[src/design/tac_pkg.sv]
`timescale 1ns / 1ps
// ----------------------------------------------------------------------------
// tac_pkg
// Shared types and constants for the tile attachment check block.
// ----------------------------------------------------------------------------
package tac_pkg;

  // input kinds; kind 3 behaves as a read
  localparam logic [1:0] KIND_ATTACH = 2'd0;
  localparam logic [1:0] KIND_WRITE  = 2'd1;
  localparam logic [1:0] KIND_READ   = 2'd2;

  // configuration register indexes
  localparam logic [1:0] REG_TEMPERATURE = 2'd0;
  localparam logic [1:0] REG_GLUE_STR    = 2'd1;
  localparam logic [1:0] REG_SIDES_LOW   = 2'd2;
  localparam logic [1:0] REG_SIDES_HIGH  = 2'd3;

  localparam logic [5:0]  TEMPERATURE_RST = 6'd2;
  localparam logic [31:0] GLUE_STR_RST    = 32'd0;
  localparam logic [63:0] SIDES_RST       = {64{1'b1}};

  // side codes: 0 N, 1 E, 2 S, 3 W
  // neighbour order: west, south, east, north
  localparam logic [1:0] OWN_SIDE [4] = '{2'd3, 2'd2, 2'd1, 2'd0};
  localparam logic [1:0] NB_SIDE  [4] = '{2'd1, 2'd0, 2'd3, 2'd2};

  typedef enum logic [2:0] {
    S_CLEAR,
    S_IDLE,
    S_RDC,
    S_CHK,
    S_NB,
    S_DEC,
    S_RESP
  } state_e;

  typedef struct packed {
    logic [63:0] sides_lo;
    logic [63:0] sides_hi;
    logic [31:0] glue_str;
  } tac_cfg_t;

  typedef struct packed {
    logic [2:0] tile;
    logic [1:0] dir;
    logic [3:0] nb_value;
    logic       nb_in;
  } tac_bond_req_t;

endpackage

[src/design/tac_bond_unit.sv]
`timescale 1ns / 1ps
// ----------------------------------------------------------------------------
// tac_bond_unit
// Glue match for one neighbour: looks up both facing glues and returns the
// strength the neighbour adds, or zero.
// ----------------------------------------------------------------------------
module tac_bond_unit import tac_pkg::*; #(
  parameter int GLUE_TYPES = 8
) (
  input  tac_cfg_t      cfg_i,
  input  tac_bond_req_t req_i,
  output logic [3:0]    strength_o
);

  logic [2:0]  nb_tile;
  logic [63:0] own_word;
  logic [63:0] nb_word;
  logic [3:0]  own_glue;
  logic [3:0]  nb_glue;
  logic        own_ok;
  logic [3:0]  str;

  assign nb_tile  = 3'(req_i.nb_value - 4'd1);
  assign own_word = req_i.tile[2] ? cfg_i.sides_hi : cfg_i.sides_lo;
  assign nb_word  = nb_tile[2] ? cfg_i.sides_hi : cfg_i.sides_lo;

  assign own_glue = own_word[{req_i.tile[1:0], OWN_SIDE[req_i.dir], 2'b00} +: 4];
  assign nb_glue  = nb_word[{nb_tile[1:0], NB_SIDE[req_i.dir], 2'b00} +: 4];

  // nibbles of 8 and above, or past the glue count, carry no glue
  assign own_ok = (own_glue < 4'(GLUE_TYPES)) && !own_glue[3];
  assign str    = cfg_i.glue_str[{own_glue[2:0], 2'b00} +: 4];

  always_comb begin
    strength_o = 4'd0;
    if (req_i.nb_in && (req_i.nb_value != 4'd0) && own_ok && (own_glue == nb_glue)) begin
      strength_o = str;
    end
  end

endmodule

[config.mk]
export PLATFORM = sky130hd
export DESIGN_NAME = tac_bond_unit
export DESIGN_NICKNAME = d
export VERILOG_FILES = /design/src/design/tac_pkg.sv /design/src/design/tac_bond_unit.sv
export SDC_FILE = /design/constraint.sdc
export NUM_CORES = 1
export LEC_CHECK = 0
export ABC_AREA = 1
export BUFFER_PORTS_ARGS = -buffer_cell sky130_fd_sc_hd__clkbuf_2
export CAP_MARGIN = 30
export CORE_AREA = 2 2 103 105
export DETAILED_ROUTE_END_ITERATION = 10
export DIE_AREA = 0 0 105 107
export PLACE_DENSITY = 0.67
export SLEW_MARGIN = 10
export SYNTH_ARGS = -nofsm -noshare
export SYNTH_HDL_FRONTEND = slang
export SYNTH_SLANG_ARGS = --single-unit
[constraint.sdc]
create_clock -name vclk -period 4.6
set_input_delay 0.92 -clock vclk [all_inputs]
set_output_delay 0.92 -clock vclk [all_outputs]
set_load 0.02 [all_outputs]
=== Word level (Yosys, flattened, before mapping) ===
Cells that the tools add are included.
Widths: inputs -> output; s select.

* Reduce and logical (&&, ||, !) cells: 6
* Shift-type cells: 3
* Equality and inequality tests: 1
* $lt $le $gt $ge: 2
* $add $sub $neg: 1
* Bitwise gates (word level): 1
* Multiplexer cells: 9

{| class="wikitable"
|+ Operators with widths
! cell !! number
|-
| $mux 64 || 2
|-
| $shiftx 64x7->4 || 2
|-
| $shiftx 32x6->4 || 1
|-
| $bmux 2 s2 || 2
|-
| $mux 2 || 4
|-
| $eq 4x4->1 || 1
|-
| $logic_and 1x1->1 || 4
|-
| $lt 4x4->1 const B || 1
|-
| $mux 4 || 1
|-
| $reduce_bool 4->1 || 1
|-
| $ge 3x3->1 const B || 1
|-
| $not 2->3 || 1
|-
| $sub 3x1->3 const B || 1
|-
| $logic_not 1->1 || 1
|}

* Output and inout bits: 4
* Register bits after elaboration: 0
* Word-level logic and storage cells: 23

=== Depth between registers and ports, before layout ===
* Word-level depth: 10
* Depth in mapped cells: 18
* Gate-level depth less buffers: 16

=== Least setup slack after synthesis ===
OpenSTA, ideal clock, no wires.

* Path kind: input to output
* Start point: in req_i[1] in the netlist's numbering
* End point: out strength_o[0]
* Slack: 0.555 ns
* Stages on the path: 17
* Data arrival time: 3.125 ns
* Path through: clkbuf_1 > clkinv_1 > ha_1 > inv_1 > nand2_1 > nand2_1 > buf_2 > nand2_1 > nand3_1 > nand3_1 > nand3_1 > nand3_1 > nand3_1 > nand2_1 > nor2_2 > nand2_2 > nor2_1

* Longest elaborated chain between the ends: 6
* Elaborated cells on any way between the ends: 9
* Classes of those cells: add/sub: 1; eq/ne: 1; shift: 1; mux: 2; reduce/logical: 4

{| class="wikitable"
|+ RTL lines
! element !! RTL line !! RTL
|-
| from (decl) || tac_bond_unit.sv:11 || <nowiki>input tac_bond_req_t req_i,</nowiki>
|-
| $sub 3x1->3 || tac_bond_unit.sv:23 || <nowiki>assign nb_tile = 3'(req_i.nb_value - 4'd1);</nowiki>
|-
| $mux 64 || tac_bond_unit.sv:25 || <nowiki>assign nb_word = nb_tile[2] ? cfg_i.sides_hi : cfg_i.sides_lo;</nowiki>
|-
| $shiftx 64x7->4 || tac_bond_unit.sv:28 || <nowiki>assign nb_glue = nb_word[{nb_tile[1:0], NB_SIDE[req_i.dir], 2'b00} +: 4];</nowiki>
|-
| $eq 4x4->1 || tac_bond_unit.sv:36 || <nowiki>if (req_i.nb_in && (req_i.nb_value != 4'd0) && own_ok && (own_glue == nb_glue)) begin</nowiki>
|-
| $logic_and 1x1->1 * || tac_bond_unit.sv:36 ||
|-
| $mux 4 * || tac_bond_unit.sv:36 ||
|-
| to (decl) || tac_bond_unit.sv:12 || <nowiki>output logic [3:0] strength_o</nowiki>
|}

Mark *: on every way between the ends. The rest lies on a longest branch, timed or not.

=== Worst setup path after layout ===
* Start point: in req_i[1] in the netlist's numbering
* End point: out strength_o[2]

Same word-level chain as after synthesis.

==> impl_results.md <==
- Net count of the mapped netlist: 938
- Synthesized instance count: roughly 770
- Setup violations, final: 0
- Fin Setup TNS: 0 ns
- Crit start category: primary input
- Arrival time reported for the critical path endpoint: roughly 3.2 ns
- Wire length per cell: 12.4 um
- Final design utilization: a little over two fifths
- Critical setup path kind: in2out
- Number of library cell types mapped by synthesis: 26
- Area contributors post-synth: sky130_fd_sc_hd__nand2_1, sky130_fd_sc_hd__nand3_1, sky130_fd_sc_hd__inv_1
- Cell type with the largest total area after synthesis: sky130_fd_sc_hd__nand2_1
- Total routing usage reported by global routing: between 20 and 25%
- Seq cells: 0
- Top cell type's share of synthesized area: around 36%
- Yosys Warn Count: 0
- Initial Util: 34.2%
- Number of placed instances with taps included: ~1,000
- Post-layout nets: between 1,000 and 1,500
- Vertical die dimension: around 110 um
- Peak ir drop on the vdd network: about 0.06 mV
- CORE AREA: approximately 10,000 um2
- Number of failing hold endpoints at the final stage: 0
- Finished Cell Area: 4290 um2
- Min Hold Slack: between 2 and 2.5 ns
- Mean cell area of the mapped netlist: between 4 and 5 um2
- Storage element area: 0 um2
- Routability Congestion: 0.868
- Total gr overflow: 0
- Core Rows: 37
- Largest net degree at the start of global routing: between 40 and 50
- Vias post-DR: 5,158
- Total cell area at the placement stage: 4290 um2
- Via count of the first global-routing pass: 4,558
- Number of buffers added to fix hold violations after cts: 0
- Drt first-iter violations: just under 300
- Most used standard cell by instance count after synthesis: sky130_fd_sc_hd__nand2_1
- Slowest stage delay, CP: between 0.3 and 0.4 ns
- Resize count post-CTS: 0
- Share of the yosys chip area belonging to registers: 0%
- Worst-path maximum fanout: 43
- Detailed Routing Iterations Pass 1: 5
- Antenna cells: 0
- Detailed-placement wirelength estimate: slightly above 10,000 um
- Max-cap violations: 0
- I/O pin total: 174
- Worst Tran Pin Value: about 0.45 ns
- Filler-free cell count of the finished design: between 1,000 and 1,500
- Min-Delay Startpoint: cfg_i[9]
- Upper clock frequency limit: roughly 240 MHz
- Status: finished, final reports clean
- CP Data Required Time: 3.68 ns
- Residual DRC: 0
- Pwr per Cell Area: ~100 nW/um2
- Cell with the largest stage delay on the worst path: sky130_fd_sc_hd__buf_4
- Clock buffer instance count of the final layout: 0
- Type of destination of the critical path: primary output
- Total Die Area: between 10,000 and 15,000 um2
- FILL cells: 1,240
- End of the worst hold path: strength_o[1]
- Final worst-path cycle share: approximately 90%
- Global-route wire length before repair: 21,100 um
- Cells along the critical path: clkbuf_2, clkinv_1, ha_1, inv_1, nand2_1, nand2_2, buf_4, nand2_1, nand3_1, nand3_1, nand3_1, nand3_1, nand3_1, nand2_1, nor2_2, nand2_2, nor2_1, clkbuf_2
- Fraction of final layout cells sized beyond drive strength 1: approximately a quarter
- Netlist area before placement: about 3400 um2
- Post-CTS Setup Bufs: 0
- Count of buffers from port buffering: between 150 and 200
- Number of max-slew violations in the final report: 0
- Post-Route WL: between 10,000 and 15,000 um
- Post-DRT Antenna Nets: 0
- Leakage power of the design: about 2.7 nW
- Ratio of routed vias to standard cells: roughly 5.0
- Chip Width: 105 um
- Area Growth Syn to Fin: 24.4%
- Relative slew margins: a little over two thirds
- Cells on Worst Hold Path: 6
- Most used standard cells in the synthesized netlist: sky130_fd_sc_hd__nand2_1, sky130_fd_sc_hd__nand3_1, sky130_fd_sc_hd__inv_1, sky130_fd_sc_hd__buf_2, sky130_fd_sc_hd__nor2_1
- Post-layout min period: between 4 and 5 ns
- Initial antenna violation count: 0
- RSZ-0062 raised after global routing: no
- Type of the worst min-delay path: in2out
- Most common cell type on the critical path: sky130_fd_sc_hd__nand3_1
worst max-delay path by stage:
stage / startpoint / end / slack, ns / depth (start not counted)
floorplan: req_i[1] / strength_o[0] / 0.55 / 17
global placement: req_i[9] / strength_o[2] / 0.49 / 15
detailed placement: req_i[1] / strength_o[0] / 0.46 / 18
CTS: req_i[1] / strength_o[0] / 0.45 / 18
global route: req_i[1] / strength_o[1] / 0.13 / 18
finish: req_i[1] / strength_o[2] / 0.47 / 18
layout by cell type (no fill, tap or decap), drive strengths merged:
cell type    n
or2         18
buf         15
o211ai       7
ha           2
nand3b       6
inv        100
a21boi       1
nand2      331
clkbuf     174
a21oi        3
o21ai        5
nand3      229
clkinv       1
nor2        14
critical path: cells and delay by family:
kind / cells / cell delay (ns)
simple gates: 12 / 1.07
fa+ha+maj: 1 / 0.23
buf+inv: 5 / 0.97
routing by layer:
layer / part of all wire, % / wire, um / global-route usage, % / vias to the layer above
met5: 0 / 0 / 0 / -
met4: 1.1 / 138 / 3.43 / 0
met3: 7.7 / 1000 / 1.70 / 14
met2: 46 / 5970 / 37.8 / 215
met1: 45 / 5830 / 30.7 / 2235
li1: - / - / - / 2694
area by class of cell:
type	instances	area, um2	area share (%)
Inverter	101	382	8.89
Multi-Input combinational cell	616	2760	64.2
Tap cell	136	170	3.97
Timing Repair Buffer	189	983	22.9
kinds of logic (layout without fill, tap and decap cells):
logic type | Yosys count | after routing | share of synthesized area (%)
simple gates | 598 | 598 | 76.0
fa+ha+maj | 2 | 2 | 0.725
compound gates | 16 | 16 | 3.01
buf+inv | 150 | 290 | 20.3
report_power, final:
group	switching, mW	internal [mW]
Combinational	0.271	0.177
Clock	0	0
Sequential	0	0
stage by stage:
step / worst slack [ns] / total power [mW]
global placement: 0.491 / 0.443
detailed placement: 0.461 / 0.445
global route: 0.132 / 0.508
CTS: 0.452 / 0.448
finish: 0.465 / 0.447
floorplan: 0.555 / 0.303
(Power assumes the default switching activity.)
